[src/design/block_fault_injector_stats_assert.svh]
// Assertion macros shared by the fault injector and statistics RTL.
`ifndef BLOCK_FAULT_INJECTOR_STATS_ASSERT_SVH
`define BLOCK_FAULT_INJECTOR_STATS_ASSERT_SVH

// Same-cycle implication, checked on every rising edge outside reset
`define BFIS_ASSERT_NOW(label, ante, cons) \
    label: assert property (@(posedge i_clk) disable iff (!i_rst_n) \
        (ante) |-> (cons)) else $error("bfis check failed");

// Next-cycle implication, checked on every rising edge outside reset
`define BFIS_ASSERT_NEXT(label, ante, cons) \
    label: assert property (@(posedge i_clk) disable iff (!i_rst_n) \
        (ante) |=> (cons)) else $error("bfis check failed");

`endif

[src/design/bfis_pkg.sv]
// Package for the block fault injector: types, codes and counter helpers.
`default_nettype none
package bfis_pkg;

    localparam int SECTOR_ADDR_WIDTH = 32;
    localparam int COUNTER_WIDTH     = 64;
    localparam int NUM_STATS         = 12;

    localparam logic [31:0] ALL_ONES32 = 32'hFFFF_FFFF;
    localparam logic [31:0] SECTOR_MASK = (SECTOR_ADDR_WIDTH >= 32) ? ALL_ONES32 :
        32'((64'd1 << SECTOR_ADDR_WIDTH) - 64'd1);
    localparam logic [63:0] CNT_TOP64 = (COUNTER_WIDTH >= 64) ? 64'hFFFF_FFFF_FFFF_FFFF :
        ((64'd1 << COUNTER_WIDTH) - 64'd1);

    // Request modes
    typedef enum logic [2:0] {
        MODE_READ   = 3'd0,
        MODE_WRITE  = 3'd1,
        MODE_FLUSH  = 3'd2,
        MODE_RD_CNT = 3'd3,
        MODE_CLEAR  = 3'd4
    } t_mode;

    // Configuration register indexes
    typedef enum logic [2:0] {
        CFG_OP_MASK   = 3'd0,
        CFG_WIN_START = 3'd1,
        CFG_WIN_LEN   = 3'd2,
        CFG_PASS_BUDG = 3'd3,
        CFG_FAIL_BUDG = 3'd4,
        CFG_ERR_VALUE = 3'd5,
        CFG_SEC_LOG2  = 3'd6
    } t_cfg_idx;

    // Statistic indexes
    localparam logic [3:0] STAT_CALL_RD   = 4'd0;
    localparam logic [3:0] STAT_FAIL_RD   = 4'd3;
    localparam logic [3:0] STAT_MATCH     = 4'd6;
    localparam logic [3:0] STAT_INJECT    = 4'd7;
    localparam logic [3:0] STAT_SEC_RD    = 4'd8;
    localparam logic [3:0] STAT_SEC_WR    = 4'd9;
    localparam logic [3:0] STAT_BYTES_RD  = 4'd10;
    localparam logic [3:0] STAT_BYTES_WR  = 4'd11;

    typedef logic [COUNTER_WIDTH-1:0] t_count;

    // One item's worth of statistic updates
    typedef struct packed {
        logic        valid;
        logic        clear;
        logic [2:0]  call_op;   // one-hot per operation
        logic [2:0]  fail_op;   // one-hot per operation
        logic        match;
        logic        inject;
        logic [1:0]  xfer_op;   // bit0 read, bit1 write: sectors and bytes counted
        logic [31:0] sectors;
        logic [63:0] bytes;
    } t_stat_upd;

    // Saturating add of a 64-bit amount into a counter
    function automatic t_count sat_add(input t_count cur, input logic [63:0] amt);
        logic [COUNTER_WIDTH:0] sum;
        t_count                 a;
        a   = (amt > CNT_TOP64) ? '1 : amt[COUNTER_WIDTH-1:0];
        sum = {1'b0, cur} + {1'b0, a};
        return sum[COUNTER_WIDTH] ? '1 : sum[COUNTER_WIDTH-1:0];
    endfunction

endpackage
`default_nettype wire

[src/design/block_fault_injector_stats.sv]
// An accepted request item passes through the input register to the result register.
// One request item per cycle while the result stream is not stalled; the budget and
// counter updates for an item are made as it leaves the input register.
// Reset (synchronous, active low) clears all counters and budgets and loads the
// configuration defaults (error code 1, sector size log2 9, rest zero).
`default_nettype none
module block_fault_injector_stats (
    input  wire         i_clk,
    input  wire         i_rst_n,
    // request stream
    input  wire         i_s_tvalid,
    output logic        o_s_tready,
    input  wire  [71:0] i_s_tdata,  // start_lba[31:0], sector_total[63:32],
                                    // counter_index[67:64], zero fill
    input  wire  [2:0]  i_s_tuser,  // mode[2:0]
    // result stream
    output logic        o_m_tvalid,
    input  wire         i_m_tready,
    output logic [71:0] o_m_tdata,  // error_value[7:0], counter_value[71:8]
    output logic        o_m_tuser,  // failed[0]
    // configuration writes
    input  wire         i_cfg_valid,
    output logic        o_cfg_ready,
    input  wire  [2:0]  i_cfg_index,
    input  wire  [31:0] i_cfg_data
);

    // Input register
    logic        r_in_valid;
    logic [2:0]  r_mode;
    logic [31:0] r_first;
    logic [31:0] r_total;
    logic [3:0]  r_cidx;

    // Configuration
    logic [2:0]  r_op_mask;
    logic [31:0] r_win_start;
    logic [31:0] r_win_len;
    logic [7:0]  r_err_val;
    logic [4:0]  r_sec_log2;
    logic [31:0] r_pass_rem, n_pass_rem;
    logic [31:0] r_fail_rem, n_fail_rem;

    // Output register
    logic        r_out_valid;
    logic        r_failed, n_failed;
    logic [7:0]  r_err, n_err;
    logic [63:0] r_cnt, n_cnt;

    logic        advance;
    logic        process;
    logic        cfg_wr;
    logic [63:0] rd_data;
    bfis_pkg::t_stat_upd upd;

    assign advance     = !r_out_valid || i_m_tready;
    assign process     = r_in_valid && advance;
    assign o_s_tready  = !r_in_valid || advance;
    assign o_cfg_ready = 1'b1;
    assign cfg_wr      = i_cfg_valid && o_cfg_ready;

    // Capture request items
    always_ff @(posedge i_clk) begin
        if (!i_rst_n) begin
            r_in_valid <= 1'b0;
        end else if (o_s_tready) begin
            r_in_valid <= i_s_tvalid;
        end
        if (i_s_tvalid && o_s_tready) begin
            r_mode  <= i_s_tuser;
            r_first <= i_s_tdata[31:0];
            r_total <= i_s_tdata[63:32];
            r_cidx  <= i_s_tdata[67:64];
        end
    end

    // Match, budgets and statistics update for the registered item
    always_comb begin
        logic [31:0] a;
        logic [31:0] b;
        logic        in_win;
        logic        is_op;
        logic        match;
        logic        fail;
        logic [1:0]  op;
        logic [2:0]  op_hot;

        a      = r_first & bfis_pkg::SECTOR_MASK;
        b      = r_win_start & bfis_pkg::SECTOR_MASK;
        in_win = ({1'b0, a} < ({1'b0, b} + {1'b0, r_win_len})) &&
                 ({1'b0, b} < ({1'b0, a} + {1'b0, r_total}));
        is_op  = (r_mode == bfis_pkg::MODE_READ) || (r_mode == bfis_pkg::MODE_WRITE) ||
                 (r_mode == bfis_pkg::MODE_FLUSH);
        op     = r_mode[1:0];
        op_hot = is_op ? (3'b001 << op) : 3'b000;
        match  = is_op && ((r_op_mask & op_hot) != 3'b000) &&
                 ((r_mode == bfis_pkg::MODE_FLUSH) || (r_win_len == 32'd0) || in_win);

        n_pass_rem = r_pass_rem;
        n_fail_rem = r_fail_rem;
        fail       = 1'b0;
        if (match) begin
            if (r_pass_rem != 32'd0) begin
                n_pass_rem = r_pass_rem - 32'd1;
            end else if (r_fail_rem != 32'd0) begin
                if (r_fail_rem != bfis_pkg::ALL_ONES32) n_fail_rem = r_fail_rem - 32'd1;
                fail = 1'b1;
            end
        end

        upd.valid   = process;
        upd.clear   = (r_mode == bfis_pkg::MODE_CLEAR);
        upd.call_op = op_hot;
        upd.fail_op = fail ? op_hot : 3'b000;
        upd.match   = match;
        upd.inject  = fail;
        upd.xfer_op = (fail || !is_op) ? 2'b00 : op_hot[1:0];
        upd.sectors = r_total;
        upd.bytes   = {32'd0, r_total} << r_sec_log2;

        n_failed = fail;
        n_err    = fail ? r_err_val : 8'd0;
        n_cnt    = (r_mode == bfis_pkg::MODE_RD_CNT) ? rd_data : 64'd0;
    end

    // Configuration registers and running budgets
    always_ff @(posedge i_clk) begin
        if (!i_rst_n) begin
            r_op_mask   <= 3'd0;
            r_win_start <= 32'd0;
            r_win_len   <= 32'd0;
            r_err_val   <= 8'd1;
            r_sec_log2  <= 5'd9;
            r_pass_rem  <= 32'd0;
            r_fail_rem  <= 32'd0;
        end else if (cfg_wr) begin
            case (i_cfg_index)
                bfis_pkg::CFG_OP_MASK:   r_op_mask   <= i_cfg_data[2:0];
                bfis_pkg::CFG_WIN_START: r_win_start <= i_cfg_data;
                bfis_pkg::CFG_WIN_LEN:   r_win_len   <= i_cfg_data;
                bfis_pkg::CFG_PASS_BUDG: r_pass_rem  <= i_cfg_data;
                bfis_pkg::CFG_FAIL_BUDG: r_fail_rem  <= i_cfg_data;
                bfis_pkg::CFG_ERR_VALUE: r_err_val   <= i_cfg_data[7:0];
                bfis_pkg::CFG_SEC_LOG2:  r_sec_log2  <= i_cfg_data[4:0];
                default: ;
            endcase
        end else if (process) begin
            r_pass_rem <= n_pass_rem;
            r_fail_rem <= n_fail_rem;
        end
    end

    // Result register
    always_ff @(posedge i_clk) begin
        if (!i_rst_n) begin
            r_out_valid <= 1'b0;
        end else if (advance) begin
            r_out_valid <= r_in_valid;
        end
        if (process) begin
            r_failed <= n_failed;
            r_err    <= n_err;
            r_cnt    <= n_cnt;
        end
    end

    bfis_stats u_stats (
        .i_clk      (i_clk),
        .i_rst_n    (i_rst_n),
        .i_upd      (upd),
        .i_rd_index (r_cidx),
        .o_rd_data  (rd_data)
    );

    assign o_m_tvalid = r_out_valid;
    assign o_m_tuser  = r_failed;
    assign o_m_tdata  = {r_cnt, r_err};

`include "block_fault_injector_stats_assert.svh"

    // a passed request carries no error code
    `BFIS_ASSERT_NOW(a_pass_no_err, r_out_valid && !r_failed, r_err == 8'd0)
    // a failed request never carries a counter value
    `BFIS_ASSERT_NOW(a_fail_no_cnt, r_out_valid && r_failed, r_cnt == 64'd0)
    // a processed item always shows up in the result register
    `BFIS_ASSERT_NEXT(a_proc_out, process, r_out_valid)
    // unlimited fail budget stays unlimited without a config write
    `BFIS_ASSERT_NEXT(a_fail_forever, (r_fail_rem == bfis_pkg::ALL_ONES32) && !cfg_wr,
        r_fail_rem == bfis_pkg::ALL_ONES32)
    // pass budget only counts down between config writes
    `BFIS_ASSERT_NEXT(a_pass_down, !cfg_wr, r_pass_rem <= $past(r_pass_rem))

endmodule
`default_nettype wire

[src/design/bfis_stats.sv]
// Statistics bank: twelve saturating counters with one read port and bulk clear.
`default_nettype none
module bfis_stats (
    input  wire                        i_clk,
    input  wire                        i_rst_n,
    input  wire  bfis_pkg::t_stat_upd  i_upd,
    input  wire  [3:0]                 i_rd_index,
    output logic [63:0]                o_rd_data
);

    bfis_pkg::t_count r_stat [bfis_pkg::NUM_STATS];
    bfis_pkg::t_count n_stat [bfis_pkg::NUM_STATS];

    // Per-counter increment amount and saturating next value
    always_comb begin
        logic [63:0] amt;
        for (int i = 0; i < bfis_pkg::NUM_STATS; i++) begin
            amt = 64'd0;
            if (4'(i) < bfis_pkg::STAT_FAIL_RD) begin
                amt = {63'd0, i_upd.call_op[i]};
            end else if (4'(i) < bfis_pkg::STAT_MATCH) begin
                amt = {63'd0, i_upd.fail_op[i - 3]};
            end else if (4'(i) == bfis_pkg::STAT_MATCH) begin
                amt = {63'd0, i_upd.match};
            end else if (4'(i) == bfis_pkg::STAT_INJECT) begin
                amt = {63'd0, i_upd.inject};
            end else if (4'(i) == bfis_pkg::STAT_SEC_RD) begin
                amt = i_upd.xfer_op[0] ? {32'd0, i_upd.sectors} : 64'd0;
            end else if (4'(i) == bfis_pkg::STAT_SEC_WR) begin
                amt = i_upd.xfer_op[1] ? {32'd0, i_upd.sectors} : 64'd0;
            end else if (4'(i) == bfis_pkg::STAT_BYTES_RD) begin
                amt = i_upd.xfer_op[0] ? i_upd.bytes : 64'd0;
            end else begin
                amt = i_upd.xfer_op[1] ? i_upd.bytes : 64'd0;
            end
            n_stat[i] = bfis_pkg::sat_add(r_stat[i], amt);
        end
    end

    // Counter registers
    always_ff @(posedge i_clk) begin
        if (!i_rst_n) begin
            for (int i = 0; i < bfis_pkg::NUM_STATS; i++) r_stat[i] <= '0;
        end else if (i_upd.valid) begin
            for (int i = 0; i < bfis_pkg::NUM_STATS; i++) begin
                r_stat[i] <= i_upd.clear ? '0 : n_stat[i];
            end
        end
    end

    // Read port; indexes past the last counter read as zero
    always_comb begin
        o_rd_data = 64'd0;
        if (i_rd_index <= bfis_pkg::STAT_BYTES_WR) begin
            o_rd_data = 64'(r_stat[i_rd_index]);
        end
    end

endmodule
`default_nettype wire
[config.mk]
export PLATFORM = sky130hd
export DESIGN_NAME = block_fault_injector_stats
export DESIGN_NICKNAME = d
export VERILOG_FILES = /design/src/design/bfis_pkg.sv /design/src/design/block_fault_injector_stats.sv /design/src/design/bfis_stats.sv
export VERILOG_INCLUDE_DIRS = /design/src /design/src/design
export SDC_FILE = /design/constraint.sdc
export NUM_CORES = 2
export LEC_CHECK = 0
export ABC_AREA = 0
export BUFFER_PORTS_ARGS = -buffer_cell sky130_fd_sc_hd__buf_2
export CAP_MARGIN = 20
export CORE_AREA = 2 2 474 288
export CTS_CLUSTER_SIZE = 30
export DETAILED_ROUTE_END_ITERATION = 8
export DIE_AREA = 0 0 476 290
export PLACE_DENSITY = 0.77
export SLEW_MARGIN = 15
export SYNTH_ARGS = -nofsm -noshare
export SYNTH_HDL_FRONTEND = slang
export SYNTH_SLANG_ARGS = --single-unit
[constraint.sdc]
create_clock -name i_clk -period 37.7 [get_ports i_clk]
set_input_delay 11.31 -clock i_clk [delete_from_list [all_inputs] [get_ports i_clk]]
set_output_delay 11.31 -clock i_clk [all_outputs]
set_load 0.05 [all_outputs]
-- Word-level counts from Yosys, hierarchy flattened
Memories as Yosys holds them, arrays and structs flattened. A register that Yosys moved wholly into a read port is not among the register bits.
Cells that the tools add are included.
- $add $sub $neg: 16
- multiply operators: 0
- divide/modulo/power cells: 0
- magnitude comparators: 15
- equal/unequal tests: 14
- shift-type cells: 2
- mux-type cells: 74
- bitwise gates (word level): 13
- reduce and logical (&&, ||, !) cells: 35
- operators by type and width (kind ; count):
    64-bit two-way mux ; 50
    64-bit by 64-bit adder with 65-bit output ; 12
    1-bit by 64-bit greater-than comparator with 1-bit output, second input constant ; 8
    32-bit two-way mux ; 14
    64-bit greater-than comparator, second input constant ; 4
    32-bit by 32-bit adder with 33-bit output ; 2
    32-bit by 33-bit less-than comparator with 1-bit output ; 2
    32-bit nonzero test ; 2
    32-bit by 5-bit left shift with 64-bit output ; 1
    32-bit by 1-bit subtractor with 32-bit output, second input constant ; 2
    32-bit zero test ; 1
    32-bit != test, second input constant ; 1
    3-bit by 2-bit equality test with 1-bit output, second input constant ; 4
    3-bit equality test, second input constant ; 4
    1-bit OR ; 12
    2-bit AND reduction ; 6
    2-bit nonzero test ; 5
    1-bit logical OR ; 7
    1-bit two-way mux ; 7
    3-bit by 1-bit equality test with 1-bit output, second input constant ; 2
    3-bit zero test ; 2
    3-bit two-way mux ; 2
    6-bit AND reduction ; 1
    1-bit logical AND ; 5
    other kinds (9) ; 13
- flip-flop bits (word level): 226
- latch bits: 0
- RAM bits: 768
- ROM bits: 0
- input port bits: 115
- output and inout bits: 76
- word-level logic and storage cells: 185
- memories kept: 1
- memories (name ; words ; width ; read ports ; clocked after memory_dff ; wr ports ; RTL line ; RTL):
    u_stats.r_stat ; 12 ; 64 ; 13 ; 1 ; 12 ; bfis_stats.sv:11 ; bfis_pkg::t_count r_stat [bfis_pkg::NUM_STATS];

-- Depth between registers and ports, before layout
- depth after elaboration: 18
- gate-level depth with buffers: 41
- mapped depth without buffers: 38

-- Cells and area by module
From an unflattened synthesis, not the netlist that was laid out.
- cell total of the unflattened synthesis: 7515
- area, all modules: 73982.2 um^2
- by module, submodules not included (module ; instances ; cells an instance ; area each (um^2) ; seq. area each (um^2)):
    bfis_stats ; 1 ; 5535 ; 55781.0 ; 23062.1
    block_fault_injector_stats ; 1 ; 1980 ; 18201.2 ; 7247.0

-- Worst setup path after synthesis
No wires, ideal clock.
- path type: in2reg
- start: in i_rst_n
- end: mem u_stats.r_stat[0][0] (netlist name) (enable)
- setup time: 5.402 ns
- data arrival time: 24.242 ns
- data required time: 32.298 ns
- slack: 8.056 ns
- stages on the path: 3
- buffers on the path: 2
- cell sequence: clkbuf_1 > clkbuf_1 > nand2_1
- RTL lines (what ; RTL line ; RTL):
    start, declared ; block_fault_injector_stats.sv:9 ; input wire i_rst_n,
    end, declared ; bfis_stats.sv:11 ;

-- Worst setup path in the final report
- start: in i_m_tready
- end: out o_s_tready
- longest elaborated chain between the ends: 2
- ends and longest elaborated chain (what ; RTL line ; RTL):
    start, declared ; block_fault_injector_stats.sv:18 ; input wire i_m_tready,
    1-bit logical OR ; block_fault_injector_stats.sv:56 ; assign advance = !r_out_valid || i_m_tready;
    1-bit logical OR ; block_fault_injector_stats.sv:58 ; assign o_s_tready = !r_in_valid || advance;
    end, declared ; block_fault_injector_stats.sv:12 ; output logic o_s_tready,
Every way passes these cells.

==> load_flow_metrics.sql <==
INSERT INTO impl_metrics (metric_group, metric, value, unit) VALUES
('synth', 'synth_cell_type_count', '100', ''),
('power', 'vdd_ir_drop_max', '0.0000415', 'V'),
('synth', 'synth.yosys.seq_area_share', '0.416', ''),
('global_routing', 'grt_max_degree', '222', ''),
('die', 'start_util', '0.547', ''),
('job', 'maxCapViolCount', '0', ''),
('timing', 'finalMaxSlewViolations', '0', ''),
('timing', 'fmax', '42.9', 'MHz'),
('cells_and_area', 'final_nets', '7889', ''),
('synth', 'synth_edf_count', '912', ''),
('synth', 'synth_warnings', '0', ''),
('detailed_routing', 'drcViolationCount', '0', ''),
('power', 'cellPowerDensity', '38.4', 'nW/µm²'),
('min_path', 'whs_endpoint', 'r_err_val[3]', ''),
('synth', 'syn_area_per_cell', '9.76', 'µm²'),
('timing', 'setup-violations-final', '0', ''),
('synth', 'xor_xnor_cell_area_share_of_the_yosys_netlist', '0.0869', ''),
('timing', 'grt_setup_unrepaired', 'false', ''),
('detailed_routing', 'viasPerCell', '6.65', ''),
('clocking', 'cts.root.buffer_cell', 'clkbuf_16', ''),
('die', 'placementRows', '104', ''),
('worst_setup_path', 'worstReg2RegStart', 'r_total[0]', ''),
('clocking', 'cts_tree', 'yes', ''),
('placement', 'dpl_cell_area', '75100', 'µm²'),
('timing', 'worst_slew_margin_rel', '0.229', ''),
('die', 'chipWidth', '476', 'µm'),
('worst_setup_path', 'path_class', 'input pin to output port', ''),
('global_routing', 'aggregate_global_routing_overflow', '0', ''),
('synth', 'leading_register_cell_type_out_of_synthesis', 'edfxtp_1', ''),
('min_path', 'hold-path-cell-count', '2', ''),
('die', 'boundaryPins', '191', ''),
('synth', 'syn-instance-count', '7472', ''),
('cells_and_area', 'synthToLayoutAreaGrowth', '8.00', '%'),
('worst_setup_path', 'startpoint_type', 'input pin', ''),
('worst_setup_path', 'reg2reg_slack', '25300', 'ps'),
('global_routing', 'grt_usage', '0.322', ''),
('clocking', 'insertion_delay', '750', 'ps'),
('synth', 'ys_top_cells_by_area', 'edfxtp_1 38%, a21oi_1 7.9%, mux4_2 6.5%, ha_1 5.7%, xor2_1 5.3%', ''),
('clocking', 'cts-root-to-sink-buffers', '3', ''),
('synth', 'synth_most_common_cell', 'a21oi_1', ''),
('worst_setup_path', 'timing.rr.end', 'u_stats.r_stat[8][39]', ''),
('min_path', 'hold_start', 'r_err_val[3]', ''),
('clocking', 'clock-sinks', '1058', ''),
('synth', 'synth.area.mux_share', '0.0843', ''),
('synth', 'synth_simple_gate_area_share', '0.164', ''),
('min_path', 'hold_class', 'register to register', ''),
('cells_and_area', 'fillCellCount', '11100', ''),
('worst_setup_path', 'timing.critical_path.fanout_max', '4', ''),
('detailed_routing', 'wire_length_per_cell_after_detailed_routing', '24.6', 'µm'),
('synth', 'adder_cell_fraction_of_synth_area', '0.0591', ''),
('worst_setup_path', 'worst-r2r-cell-count', '38', ''),
('timing', 'hold_fails_final_rpt', '0', ''),
('timing', 'fin_setup_tns', '0', 'ps'),
('global_routing', 'first_pass_grt_wire_length', '344', 'mm'),
('cells_and_area', 'layout.cell_area.non_filler', '78700', 'µm²'),
('worst_setup_path', 'worst_ep_arrival_time', '11980', 'ps'),
('synth', 'yosysTopAreaCellShare', '0.376', ''),
('synth', 'netlist_top_cells_count', '1152 x a21oi_1, 912 x edfxtp_1, 702 x nand2_1', ''),
('power', 'power.static_leakage', '29.5', 'nW'),
('detailed_routing', 'antenna_left', '0', ''),
('worst_setup_path', 'crit_path_start', 'i_m_tready', ''),
('synth', 'synthesis.area', '72900', 'µm²'),
('clocking', 'postCtsSetupRepairBufs', '0', ''),
('cells_and_area', 'final_layout_size_suffix_gt1_frac', '0.101', ''),
('timing', 'finalCritPeriodShare', '0.618', ''),
('synth', 'net_count_after_synthesis', '7928', ''),
('synth', 'dominant_combinational_cell_family_by_area_after_synthesis', 'simple AND/OR/NAND/NOR gates', ''),
('die', 'dieHeight', '290', 'µm'),
('placement', 'gp_congestion', '1.01', ''),
('clocking', 'path_clk_slew', '70', 'ps'),
('outcome', 'run_status', 'completed', '');
==> per-stage QoR <==
stage	setup slack (ps)	cells	power, mW	hold WS (ps)	utilization
finish	14410	9323	3.03	453	0.590
global route	14370	9323	3.11	467	0.590
CTS	14420	9317	3.01	452	0.590
detailed placement	14430	9125	1.91	442	0.563
global placement	14480	9124	1.89	439	0.563
floorplan	8060	7472	1.78	432	-
==> layer usage <==
layer | vias up | GRT usage | share of wire
li1 | 27700 | - | -
met1 | 29900 | 0.503 | 0.42
met2 | 4033 | 0.416 | 0.39
met3 | 392 | 0.113 | 0.17
met4 | 6 | 0.0850 | 0.028
met5 | - | 0 | 0.00015
==> layout make-up <==
class                   count  share of cell area
clock inverters            54             0.00699
multi-input cells        5882               0.515
inverters                 130             0.00623
clock buffers             138              0.0380
repair buffers            257              0.0198
well taps                1802              0.0286
diodes                      2           0.0000636
flip-flops and latches   1058               0.385
==> flip-flops by register name, summed over array words and instances (netlist names), 32 cells and up <==
register,cells
r_first,32
r_cnt,64
r_total,32
r_win_len,32
u_stats.r_stat,768
r_win_start,32
r_pass_rem,32
r_fail_rem,32
==> worst max-delay path, stage by stage <==
cell	delay, ps
buf_2	90
nor2b_1	230
nand2_1	120
buf_2	220
==> placed cells by master (no fill, tap or decap), types with 40 or more instances in the layout <==
master / n
dfxtp_1: 141
o21bai_1: 40
mux4_2: 212
clkbuf_16: 116
xor2_1: 444
a21oi_1: 1152
and3_1: 149
nor4_1: 46
nor3_1: 109
mux2i_1: 116
ha_1: 335
a31oi_1: 57
nand3_1: 276
buf_4: 64
xnor2_1: 279
buf_2: 185
o21ai_0: 209
nand2b_1: 53
nor2_1: 675
nand4_1: 152
inv_1: 128
edfxtp_1: 912
o21a_1: 42
and2_1: 105
nand2_1: 700
a21o_1: 208
and4_1: 43
==> worst max path at each step <==
stage | cells after the start | slack (ps) | end
6_report | 4 | 14410 | o_s_tready
5_1_grt | 4 | 14370 | o_s_tready
4_1_cts | 4 | 14420 | o_s_tready
3_5_place_dp | 4 | 14430 | o_s_tready
3_3_place_gp | 4 | 14480 | o_s_tready
2_1_floorplan | 3 | 8060 | u_stats.r_stat[0][0]
==> power breakdown <==
group	total [mW]	switching, mW	leakage, nW	internal [mW]
combinational	0.460	0.292	17.0	0.168
clock	1.12	0.495	1.74	0.622
sequential	1.45	0.0976	10.8	1.35
total	3.03	0.884	29.5	2.14
==> logic make-up after synthesis <==
logic type / count (synthesis)
compound gates: 1987
xor+xnor: 723
fa+ha+maj: 341
buf+inv: 532
flops: 1058
mux: 347
other cells: 1
simple gates: 2483
No activity file was read; power rests on OpenSTA's default activity.
